`config.mk`:
```
export PLATFORM = sky130hd
export DESIGN_NAME = partition_fit_allocator
export DESIGN_NICKNAME = d
export VERILOG_FILES = /design/src/hw/rtl/pfa_pkg.sv /design/src/hw/rtl/pfa_ctrl.sv /design/src/hw/rtl/pfa_dpath.sv /design/src/hw/rtl/partition_fit_allocator.sv
export SDC_FILE = /design/constraint.sdc
export NUM_CORES = 1
export LEC_CHECK = 0
export BUFFER_PORTS_ARGS = -buffer_cell sky130_fd_sc_hd__clkbuf_2
export CORE_ASPECT_RATIO = 0.6
export CORE_MARGIN = 1
export CORE_UTILIZATION = 45
export DETAILED_ROUTE_END_ITERATION = 7
export SLEW_MARGIN = 5
export SYNTH_ARGS = -nofsm -noshare
export SYNTH_HDL_FRONTEND = slang
export SYNTH_SLANG_ARGS = --single-unit
```
`constraint.sdc`:
```
create_clock -name clk -period 4 [get_ports clk]
set_input_delay 0.4 -clock clk [delete_from_list [all_inputs] [get_ports clk]]
set_output_delay 0.4 -clock clk [all_outputs]
set_load 0.005 [all_outputs]
```
`src/hw/rtl/pfa_pkg.sv`:
```
// ----------------------------------------------------------------------------
// pfa_pkg
// Shared types and constants of the partition fit allocator.
// ----------------------------------------------------------------------------
`default_nettype none

package pfa_pkg;

  localparam int SIZE_W    = 16;
  localparam int ENTRY_W   = 3;
  localparam int MODE_W    = 2;

  localparam logic [MODE_W-1:0] MODE_FIRST = 2'd0;
  localparam logic [MODE_W-1:0] MODE_BEST  = 2'd1;
  localparam logic [MODE_W-1:0] MODE_WORST = 2'd2;
  localparam logic [MODE_W-1:0] MODE_NEXT  = 2'd3;

  localparam logic REQ_LOAD  = 1'b0;
  localparam logic REQ_ALLOC = 1'b1;

  typedef enum logic [1:0] {
    ST_IDLE,
    ST_SCAN,
    ST_LAST,
    ST_DONE
  } state_t;

  typedef struct packed {
    logic load;    // write one entry from the request
    logic start;   // set up a new scan
    logic read;    // read the entry at the scan position
    logic commit;  // mark the pick used and load the response register
  } cmd_t;

  typedef struct packed {
    logic out_free;
  } status_t;

endpackage

`default_nettype wire

```
`src/hw/rtl/pfa_ctrl.sv`:
```
// ----------------------------------------------------------------------------
// pfa_ctrl
// Sequencer of the allocator: takes requests and steps the table scan.
// ----------------------------------------------------------------------------
`default_nettype none

module pfa_ctrl #(
  parameter int NUM_BLOCKS = 8
) (
  input  wire logic             clk,
  input  wire logic             rst,
  input  wire logic             req_valid,
  input  wire logic             req_type,
  output logic                  req_stall,
  input  wire pfa_pkg::status_t status,
  output pfa_pkg::cmd_t         cmd,
  output pfa_pkg::state_t       state
);

  localparam int CW = (NUM_BLOCKS > 1) ? $clog2(NUM_BLOCKS) : 1;

  pfa_pkg::state_t state_next;
  logic [CW-1:0]   count;
  logic [CW-1:0]   count_next;

  always_ff @(posedge clk) begin
    if (rst) begin
      state <= pfa_pkg::ST_IDLE;
      count <= '0;
    end else begin
      state <= state_next;
      count <= count_next;
    end
  end

  always_comb begin
    state_next = state;
    count_next = count;
    cmd        = '0;
    req_stall  = 1'b1;
    case (state)
      pfa_pkg::ST_IDLE: begin
        req_stall = 1'b0;
        if (req_valid) begin
          if (req_type == pfa_pkg::REQ_LOAD) begin
            cmd.load = 1'b1;
          end else begin
            cmd.start  = 1'b1;
            count_next = '0;
            state_next = pfa_pkg::ST_SCAN;
          end
        end
      end
      pfa_pkg::ST_SCAN: begin
        cmd.read = 1'b1;
        if (count == CW'(NUM_BLOCKS - 1)) begin
          state_next = pfa_pkg::ST_LAST;
        end else begin
          count_next = count + 1'b1;
        end
      end
      // last read is compared in this cycle
      pfa_pkg::ST_LAST: begin
        state_next = pfa_pkg::ST_DONE;
      end
      pfa_pkg::ST_DONE: begin
        if (status.out_free) begin
          cmd.commit = 1'b1;
          state_next = pfa_pkg::ST_IDLE;
        end
      end
      default: begin
        state_next = pfa_pkg::ST_IDLE;
      end
    endcase
  end

endmodule

`default_nettype wire

```
`src/hw/rtl/pfa_dpath.sv`:
```
// ----------------------------------------------------------------------------
// pfa_dpath
// Partition table, used flags, rover, fit compare and response register.
// ----------------------------------------------------------------------------
`default_nettype none

module pfa_dpath #(
  parameter int NUM_BLOCKS = 8
) (
  input  wire logic                           clk,
  input  wire logic                           rst,
  input  wire pfa_pkg::cmd_t                  cmd,
  output pfa_pkg::status_t                    status,
  input  wire logic [pfa_pkg::ENTRY_W-1:0]    entry_index,
  input  wire logic [pfa_pkg::SIZE_W-1:0]     size_value,
  input  wire logic                           cfg_valid,
  input  wire logic [pfa_pkg::MODE_W-1:0]     cfg_mode,
  input  wire logic                           rsp_stall,
  output logic                                rsp_valid,
  output logic                                granted,
  output logic [pfa_pkg::ENTRY_W-1:0]         block_index,
  output logic [pfa_pkg::SIZE_W-1:0]          grant_size
);

  localparam int IW = (NUM_BLOCKS > 1) ? $clog2(NUM_BLOCKS) : 1;
  localparam int EW = pfa_pkg::ENTRY_W;

  logic [pfa_pkg::SIZE_W-1:0] mem [NUM_BLOCKS];
  logic [NUM_BLOCKS-1:0]      loaded;
  logic [NUM_BLOCKS-1:0]      used;
  logic [pfa_pkg::MODE_W-1:0] mode;
  logic [IW-1:0]              rover;
  logic [IW-1:0]              pos;
  logic [pfa_pkg::SIZE_W-1:0] req_size;

  logic                       rd_valid;
  logic [IW-1:0]              rd_idx;
  logic [pfa_pkg::SIZE_W-1:0] rd_data;
  logic                       rd_used;
  logic                       rd_loaded;

  logic                       found;
  logic [IW-1:0]              pick;
  logic [pfa_pkg::SIZE_W-1:0] best;

  logic [EW+3:0]              entry_ext;
  logic                       in_range;
  logic [IW+EW-1:0]           waddr_wide;
  logic [IW-1:0]              waddr;
  logic [IW+EW-1:0]           pick_wide;
  logic [pfa_pkg::SIZE_W-1:0] cand_size;
  logic                       cand_fit;
  logic                       take;

  assign entry_ext  = {4'b0000, entry_index};
  assign in_range   = entry_ext < (EW+4)'(NUM_BLOCKS);
  assign waddr_wide = {{IW{1'b0}}, entry_index};
  assign waddr      = waddr_wide[IW-1:0];
  assign pick_wide  = {{EW{1'b0}}, pick};

  // an entry never loaded reads as size zero
  assign cand_size = rd_loaded ? rd_data : '0;
  assign cand_fit  = rd_valid && !rd_used && (cand_size >= req_size);
  always_comb begin
    take = 1'b0;
    if (cand_fit) begin
      if (!found) begin
        take = 1'b1;
      end else if (mode == pfa_pkg::MODE_BEST) begin
        take = cand_size < best;
      end else if (mode == pfa_pkg::MODE_WORST) begin
        take = cand_size > best;
      end
    end
  end

  assign status.out_free = !rsp_valid || !rsp_stall;

  always_ff @(posedge clk) begin
    if (cmd.load && in_range) begin
      mem[waddr] <= size_value;
    end
    if (cmd.read) begin
      rd_data <= mem[pos];
    end
  end

  always_ff @(posedge clk) begin
    rd_idx    <= pos;
    rd_used   <= used[pos];
    rd_loaded <= loaded[pos];
    if (cmd.start) begin
      req_size <= size_value;
    end
    if (take) begin
      pick <= rd_idx;
      best <= cand_size;
    end
    if (cmd.commit) begin
      granted     <= found;
      block_index <= found ? pick_wide[EW-1:0] : '0;
      grant_size  <= found ? best : '0;
    end
  end

  always_ff @(posedge clk) begin
    if (rst) begin
      loaded    <= '0;
      used      <= '0;
      mode      <= pfa_pkg::MODE_FIRST;
      rover     <= '0;
      pos       <= '0;
      rd_valid  <= 1'b0;
      found     <= 1'b0;
      rsp_valid <= 1'b0;
    end else begin
      rd_valid <= cmd.read;
      if (cfg_valid) begin
        mode <= cfg_mode;
      end
      if (cmd.load && in_range) begin
        loaded[waddr] <= 1'b1;
        used[waddr]   <= 1'b0;
      end
      if (cmd.start) begin
        found <= 1'b0;
        pos   <= (mode == pfa_pkg::MODE_NEXT) ? rover : '0;
      end else if (cmd.read) begin
        pos <= (pos == IW'(NUM_BLOCKS - 1)) ? '0 : pos + 1'b1;
      end
      if (take) begin
        found <= 1'b1;
      end
      if (cmd.commit) begin
        rsp_valid <= 1'b1;
        if (found) begin
          used[pick] <= 1'b1;
          if (mode == pfa_pkg::MODE_NEXT) begin
            rover <= pick;
          end
        end
      end else if (!rsp_stall) begin
        rsp_valid <= 1'b0;
      end
    end
  end

endmodule

`default_nettype wire

```
`src/hw/rtl/partition_fit_allocator.sv`:
```
// ----------------------------------------------------------------------------
// partition_fit_allocator
// Fixed partition allocator with first, best, worst and next fit placement.
// ----------------------------------------------------------------------------
// Requests arrive on req_valid / req_stall with req_type, entry_index and
// size_value. A load request writes one entry's size, frees the entry and
// gives no response; the next request can follow at once. An allocate
// request scans the table one entry per cycle through the registered read
// port of the size memory in its read states, compares the last entry in
// a compare state and loads the response register in a commit state; the
// block takes no new request until that commit.
// Responses leave on rsp_valid / rsp_stall with granted, block_index and
// grant_size. While a response is stalled the block still takes requests;
// a later allocate waits in its commit cycle until the register frees.
// fit_mode is written through cfg_valid / cfg_ready, always ready; the user
// must write it only while the block is idle, which the block does not enforce.
// Reset clears all used flags, the rover and fit_mode; every entry then
// reads as size zero until loaded.
// ----------------------------------------------------------------------------
`default_nettype none

module partition_fit_allocator #(
  parameter int NUM_BLOCKS = 8
) (
  input  wire logic                           clk,
  input  wire logic                           rst,
  input  wire logic                           req_valid,
  output logic                                req_stall,
  input  wire logic                           req_type,
  input  wire logic [pfa_pkg::ENTRY_W-1:0]    entry_index,
  input  wire logic [pfa_pkg::SIZE_W-1:0]     size_value,
  output logic                                rsp_valid,
  input  wire logic                           rsp_stall,
  output logic                                granted,
  output logic [pfa_pkg::ENTRY_W-1:0]         block_index,
  output logic [pfa_pkg::SIZE_W-1:0]          grant_size,
  input  wire logic                           cfg_valid,
  output logic                                cfg_ready,
  input  wire logic [pfa_pkg::MODE_W-1:0]     fit_mode
);

  pfa_pkg::cmd_t    cmd;
  pfa_pkg::status_t status;
  pfa_pkg::state_t  state;

  assign cfg_ready = 1'b1;

  pfa_ctrl #(
    .NUM_BLOCKS(NUM_BLOCKS)
  ) u_ctrl (
    .clk      (clk),
    .rst      (rst),
    .req_valid(req_valid),
    .req_type (req_type),
    .req_stall(req_stall),
    .status   (status),
    .cmd      (cmd),
    .state    (state)
  );

  pfa_dpath #(
    .NUM_BLOCKS(NUM_BLOCKS)
  ) u_dpath (
    .clk        (clk),
    .rst        (rst),
    .cmd        (cmd),
    .status     (status),
    .entry_index(entry_index),
    .size_value (size_value),
    .cfg_valid  (cfg_valid && cfg_ready),
    .cfg_mode   (fit_mode),
    .rsp_stall  (rsp_stall),
    .rsp_valid  (rsp_valid),
    .granted    (granted),
    .block_index(block_index),
    .grant_size (grant_size)
  );

  // an allocate request holds off the next request
  a_alloc_busy: assert property (@(posedge clk) disable iff (rst)
    (req_valid && !req_stall && req_type == pfa_pkg::REQ_ALLOC) |=> req_stall)
    else $error("request taken during allocate scan");

  // a load request leaves the block idle
  a_load_idle: assert property (@(posedge clk) disable iff (rst)
    (req_valid && !req_stall && req_type == pfa_pkg::REQ_LOAD) |=> !req_stall)
    else $error("load request left the block busy");

  // a commit always presents a response next cycle
  a_commit_rsp: assert property (@(posedge clk) disable iff (rst)
    cmd.commit |=> rsp_valid)
    else $error("commit without response");

  // commits come only from the done state
  a_commit_done: assert property (@(posedge clk) disable iff (rst)
    cmd.commit |-> (state == pfa_pkg::ST_DONE))
    else $error("commit outside the done state");

  // a refused allocate carries a zero index and size
  a_refused_zero: assert property (@(posedge clk) disable iff (rst)
    (rsp_valid && !granted) |-> (block_index == '0 && grant_size == '0))
    else $error("refused response carries nonzero fields");

endmodule

`default_nettype wire
```
==> results of run 1 <==
[layout by cell type, fill, tap and decap left out, types with 2 or more instances in the layout]
cell type	n
clkbuf_2	50
nand4_1	8
mux4_2	36
clkbuf_16	25
o21a_1	2
clkbuf_1	6
mux2_2	21
nor3_2	2
dfxtp_1	36
buf_4	14
o21ai_0	8
a211oi_1	2
a21boi_0	2
inv_1	39
nor2b_1	6
a21oi_1	23
nor2_1	38
a32oi_1	2
ha_1	38
nand2b_1	6
and2_1	35
nand3_1	5
mux2i_1	8
edfxtp_1	199
or2_2	2
nand2_1	16
a22oi_1	2
clkinv_1	2
nor3_1	2
clkinv_2	3
[synth_stat cells, drive strengths merged]
cell type,number,area share
edfxtp,199,0.62
inv,39,0.015
ha,38,0.049
nor2,38,0.015
dfxtp,37,0.077
and2,36,0.024
mux4,36,0.084
a21oi,24,0.013
mux2,21,0.025
nand2,16,0.0062
clkbuf,14,0.0055
o21ai,9,0.0051
mux2i,8,0.0083
nand4,8,0.0052
buf,6,0.0039
nand2b,6,0.0039
nor2b,6,0.0039
nand3,5,0.0026
nor3,4,0.0021
a21boi,3,0.0023
a2111oi,2,0.0038
a211oi,2,0.0016
a22oi,2,0.0016
a311oi,2,0.0025
a32oi,2,0.0018
o2111ai,2,0.0025
o21a,2,0.0016
or2,2,0.0013
a21o,1,0.00078
a221oi,1,0.00091
a2bb2oi,1,0.00091
and3,1,0.00078
and4,1,0.00091
and4b,1,0.0012
conb,1,0.00039
nand4b,1,0.00091
nor4,1,0.00065
o211ai,1,0.0013
o2bb2ai,1,0.00091
o311a,1,0.0010
or3,1,0.00065
xor2,1,0.00091
[state kept, by name, summed over array words and instances (netlist names)]
| register | flops |
|---|---|
| u_dpath.used | 8 |
| u_ctrl.state | 2 |
| u_dpath.rover | 3 |
| u_dpath.rd_loaded | 1 |
| u_dpath.pick | 3 |
| u_dpath.block_index | 3 |
| u_dpath.rd_used | 1 |
| u_dpath.rd_idx | 3 |
| u_dpath.rd_data | 16 |
| u_dpath.pos | 3 |
| u_dpath.rsp_valid | 1 |
| u_dpath.found | 1 |
| u_dpath.mode | 2 |
| u_dpath.rd_valid | 1 |
| u_dpath.req_size | 16 |
| u_dpath.granted | 1 |
| u_dpath.loaded | 8 |
| u_dpath.best | 16 |
| u_ctrl.count | 3 |
| u_dpath.mem | 128 |
| u_dpath.grant_size | 16 |
[where the power goes]
part | leakage (nW) | internal (mW) | switching (mW)
clock | 0.354 | 1.17 | 0.873
combinational | 1.53 | 0.310 | 0.390
sequential | 2.11 | 2.84 | 0.0809
[critical path, delay by kind of cell (launching register included)]
kind	cells	cell delay [ns]
AOI/OAI and AO/OA	4	1.06
DFF	1	0.68
and+or+nand+nor	2	0.49
buffers and inverters	1	0.34
adders and majority gates	1	0.28
muxes	1	0.16
[through the flow]
step | utilization | std cells
after floorplan | - | 583
after global placement | 0.488 | 904
after detailed placement | 0.488 | 904
after CTS | 0.522 | 945
after global routing | 0.522 | 945
final | 0.522 | 945
[cell families after synthesis]
kind of cell,synth area share
AO/OA/AOI/OAI,0.0413
XOR/XNOR,0.000910
adder cells (fa/ha/maj),0.0494
buffers and inverters,0.0246
flip-flops,0.698
multiplexers,0.117
other,0.000390
AND/OR/NAND/NOR,0.0686
[final timing paths]
kind	start	end	slack, ns	cells past startpoint
setup / recovery	u_dpath.rd_loaded	u_dpath.best[6]	0.65	9
hold / removal	fit_mode[1]	u_dpath.mode[1]	0.13	3
setup reg to reg	u_dpath.rd_loaded	u_dpath.best[6]	0.65	9
hold reg to reg	u_dpath.rd_idx[0]	u_dpath.pick[0]	0.40	0
[layer usage]
metal,global-route usage,part of all wire,vias to the layer above,wire length [um]
met5,0,0,-,0
met4,0.0459,0.019,0,373
met3,0.0305,0.047,27,920
met2,0.274,0.43,138,8530
met1,0.291,0.50,2570,9910
li1,-,-,2355,-
[cell type report]
class | instances | area, um2 | area share
Clock buffer | 34 | 672 | 0.0613
Clock inverter | 7 | 40.0 | 0.00365
Inverter | 39 | 146 | 0.0134
Multi-Input combinational cell | 288 | 2690 | 0.245
Sequential cell | 236 | 6720 | 0.613
Tap cell | 279 | 349 | 0.0319
Timing Repair Buffer | 62 | 345 | 0.0315
==> impl_metrics.yaml, run 1 <==
synthesis:
  synthesis.area_um2: 9630
  synth_nets: 648
  syn-instance-count: 583
  synth_cell_type_count: 51
  synth_seq_area_share: 0.698
  yosysWarnings: 0
  avgSynthCellArea_um2: 16.5
  yosys_register_bits: 236
global_routing:
  grt_pass1_wl_um: 30200
  first_global_vias: 4953
  grt_remaining_overflow: 0
  grt_usage: 0.187
  antenna_found_initial: 0
  grt_max_degree: 33
cells_and_area:
  num-fill-cells: 1733
  finalNetCount: 715
  fin_area_um2: 11000
  drive_gt1_frac: 0.251
  area_growth_pct: 13.8
  antenna_cells: 0
timing:
  hold_slack_ns: 0.130
  rsz0062_at_grt: "false"
  hold_viol_final: 0
  slew-limit-headroom: 0.294
  setup_ws_ns: 0.647
  finalSetupViolCount: 0
  finalSetupTns_ns: 0
  max_freq_ghz: 0.298
  tightest_slew_ns: 1.06
  finalClockSkew_ns: 0.0119
  period_share: 0.838
  layout_min_cycle_time_ns: 3.35
  slew_violations: 0
worst_setup_path:
  max_stage_delay_ns: 0.68
  critPathCaptureType: "flip-flop"
  worstPathArrival_ns: 3.55
  worstSetupStartpointType: "flip-flop"
  critical_path.max_fanout: 21
  worstPathCellList: "and2_1, ha_1, and4b_2, o21ai_2, o211ai_2, a2111oi_4, mux2i_1, a21oi_1, buf_4"
  worst-setup-path-type: "flip-flop to flip-flop"
  crit_slowest_cell: "dfxtp_1"
  cp.required_ns: 4.19
detailed_routing:
  drc_errors: 2
  wl_um: 19700
  wl_per_cell_um: 20.9
  dr.first_iter.drc_count: 344
  drtPass1Iterations: 8
  vias: 5090
  avgViaCountPerCell: 5.39
  ant_nets: 0
clock_network:
  root_buffer: "clkbuf_16"
  insertion_delay_ns: 0.51
  cts_tree: "built"
  cts_hold_buffers: 0
  clk_path_buf_depth: 3
  htree_levels: 1
  clk_pin_slew_worst_paths_ns: 0.06
  post_cts_buffers: 0
  clock-sinks: 236
  numCtsBuffers: 23
  cts_resized: 0
flow_run:
  cap_violations: 0
pwr:
  powerDensity_nw_per_um2: 517
  vdd_drop_max_mv: 0.292
  p_leak_nw: 3.99
  finalPower_mw: 5.66
place:
  dp_slack_ns: 0.701
  port_buffers: 48
  placed_cell_area_um2: 10200
  gp_congestion: 0.860
  dp_hpwl_um: 12700
floorplanning:
  pin_count: 50
  core-area_um2: 21000
  die_h_um: 115
  die-area_um2: 22000
  fp-row-count: 41
  die_x_um: 191
  initial_core_util: 0.459
run_status:
  violations: "design-rule violations"
  outcome: "finished with violations"
worst_hold_path:
  hp-class: "primary input to flip-flop"
(Power assumes the default switching activity.)
==> run 2: changes to the inputs <==
- clock period: 4 -> 3.1 ns (I/O delays scaled with it)
==> run 2 against run 1 <==
Compared with the run above: the flow now finishes without violations; die area is the same; register-to-register slack lost 0.45 ns; sequential cell count is the same; critical endpoint is now u_dpath.best[10]; largest power group unchanged.
==> impl_metrics.yaml, run 2 (same netlist as run 1, synthesis figures left out) <==
detailed_routing:
  dr.first_iter.drc_count: 339
  wl_um: 19800
  ant_nets: 0
  avgViaCountPerCell: 5.38
  drc_errors: 0
  drtPass1Iterations: 5
  vias: 5147
  wl_per_cell_um: 20.7
worst_setup_path:
  worstPathArrival_ns: 3.05
  worstSetupStartpointType: "flip-flop"
  critical_path.max_fanout: 19
  worst-setup-path-type: "flip-flop to flip-flop"
  cp.required_ns: 3.24
  critPathCaptureType: "flip-flop"
cells_and_area:
  drive_gt1_frac: 0.270
  antenna_cells: 0
  register_area_um2: 6720
  finalNetCount: 728
  largest_register_ffs: 128
  area_growth_pct: 15.8
  fin_util: 0.531
  final_common_cell: "edfxtp_1"
  layout_common_cells: "edfxtp_1 (199), clkbuf_2 (48), inv_1 (39)"
  multiInputGateArea_um2: 2700
  num-fill-cells: 1686
  largest_register: "u_dpath.mem"
global_routing:
  antenna_found_initial: 0
  grt_max_degree: 40
  grt_pass1_wl_um: 30600
  grt_remaining_overflow: 0
  first_global_vias: 5127
  grt_usage: 0.188
floorplanning:
  die_x_um: 191
  die_h_um: 115
  initial_core_util: 0.459
  pin_count: 50
  die-area_um2: 22000
  core-area_um2: 21000
  fp-row-count: 41
place:
  gp_congestion: 0.856
  dp_slack_ns: -0.0386
  dp_hpwl_um: 12700
  port_buffers: 48
clock_network:
  clk_path_buf_depth: 3
  clock-sinks: 236
  htree_levels: 1
  cts_tree: "built"
  clk_pin_slew_worst_paths_ns: 0.06
  insertion_delay_ns: 0.51
  numCtsBuffers: 23
  root_buffer: "clkbuf_16"
timing:
  rsz0062_at_grt: "false"
  finalClockSkew_ns: 0.00962
  period_share: 0.937
  max_freq_ghz: 0.344
  layout_min_cycle_time_ns: 2.91
  tightest_slew_ns: 1.00
  slew_violations: 0
  finalSetupViolCount: 0
  hold_viol_final: 0
  slew-limit-headroom: 0.329
  setup_ws_ns: 0.194
pwr:
  powerDensity_nw_per_um2: 684
  finalPower_mw: 7.63
  p_leak_nw: 4.09
  vdd_drop_max_mv: 0.435
worst_hold_path:
  hp-class: "primary input to flip-flop"
run_status:
  outcome: "complete, no violations"
flow_run:
  cap_violations: 0
## run 2: cell types whose count changed in the layout (fill, tap and decap cells not counted)
cell,before,now
a21oi_4,0,1
buf_4,14,27
bufinv_16,0,5
clkbuf_16,25,23
clkinv_1,2,3
a21oi_1,23,22
clkbuf_8,1,0
clkinvlp_4,0,2
clkbuf_1,6,2
clkbuf_2,50,48
## run 2: critical path: stages (launching register included)
cell	delay, ns
dfxtp_1	0.44
and2_1	0.22
ha_1	0.28
and4_1	0.25
o21ai_2	0.07
o211ai_2	0.14
a2111oi_4	0.38
mux2i_1	0.18
a21oi_4	0.58
## run 2: through the flow
| stage | instance area (um2) | hold WS (ns) | setup TNS (ns) | std cells |
|---|---|---|---|---|
| floorplan | 9630 | 0.353 | 0 | 583 |
| global placement | 10300 | 0.388 | -0.384 | 917 |
| detailed placement | 10300 | 0.390 | -0.721 | 917 |
| CTS | 11100 | 0.0356 | 0 | 957 |
| global route | 11100 | 0.0520 | 0 | 957 |
| finish | 11100 | 0.0405 | 0 | 957 |
## run 2: where the power goes
group / leakage (nW) / switching, mW / internal [mW]
Clock: 0.382 / 1.17 / 1.78
Combinational: 1.60 / 0.531 / 0.410
Sequential: 2.11 / 0.0744 / 3.67
Total: 4.09 / 1.78 / 5.85
## run 2: what timing repair did
item	4_1_cts	5_1_grt
setup endpoints to repair	19	0
hold buffers	0	0
gates resized for setup	1	0
setup buffers	0	0
## run 2: final cells by class
cell class / count / share of cell area
inverter: 39 / 0.0131
clock inverter: 15 / 0.0187
multi-input combinational: 288 / 0.242
clock buffer: 25 / 0.0523
timing repair buffer: 75 / 0.0397
sequential: 236 / 0.603
tap: 279 / 0.0313
## run 2: routing by layer
metal | wire, um | global-route usage | vias up | part of all wire
met5 | 0 | 0 | - | 0
met4 | 423 | 0.0491 | 0 | 0.021
met3 | 929 | 0.0327 | 30 | 0.047
met2 | 8250 | 0.271 | 129 | 0.42
met1 | 10200 | 0.295 | 2607 | 0.51
li1 | - | - | 2381 | -
## run 2: worst paths after layout
check / start / to / slack [ns] / cells past startpoint
max reg2reg: u_dpath.rd_loaded / u_dpath.best[10] / 0.19 / 8
min: fit_mode[0] / u_dpath.mode[0] / 0.04 / 3
max: u_dpath.rd_loaded / u_dpath.best[10] / 0.19 / 8
min reg2reg: u_dpath.rd_idx[1] / u_dpath.pick[1] / 0.41 / 0
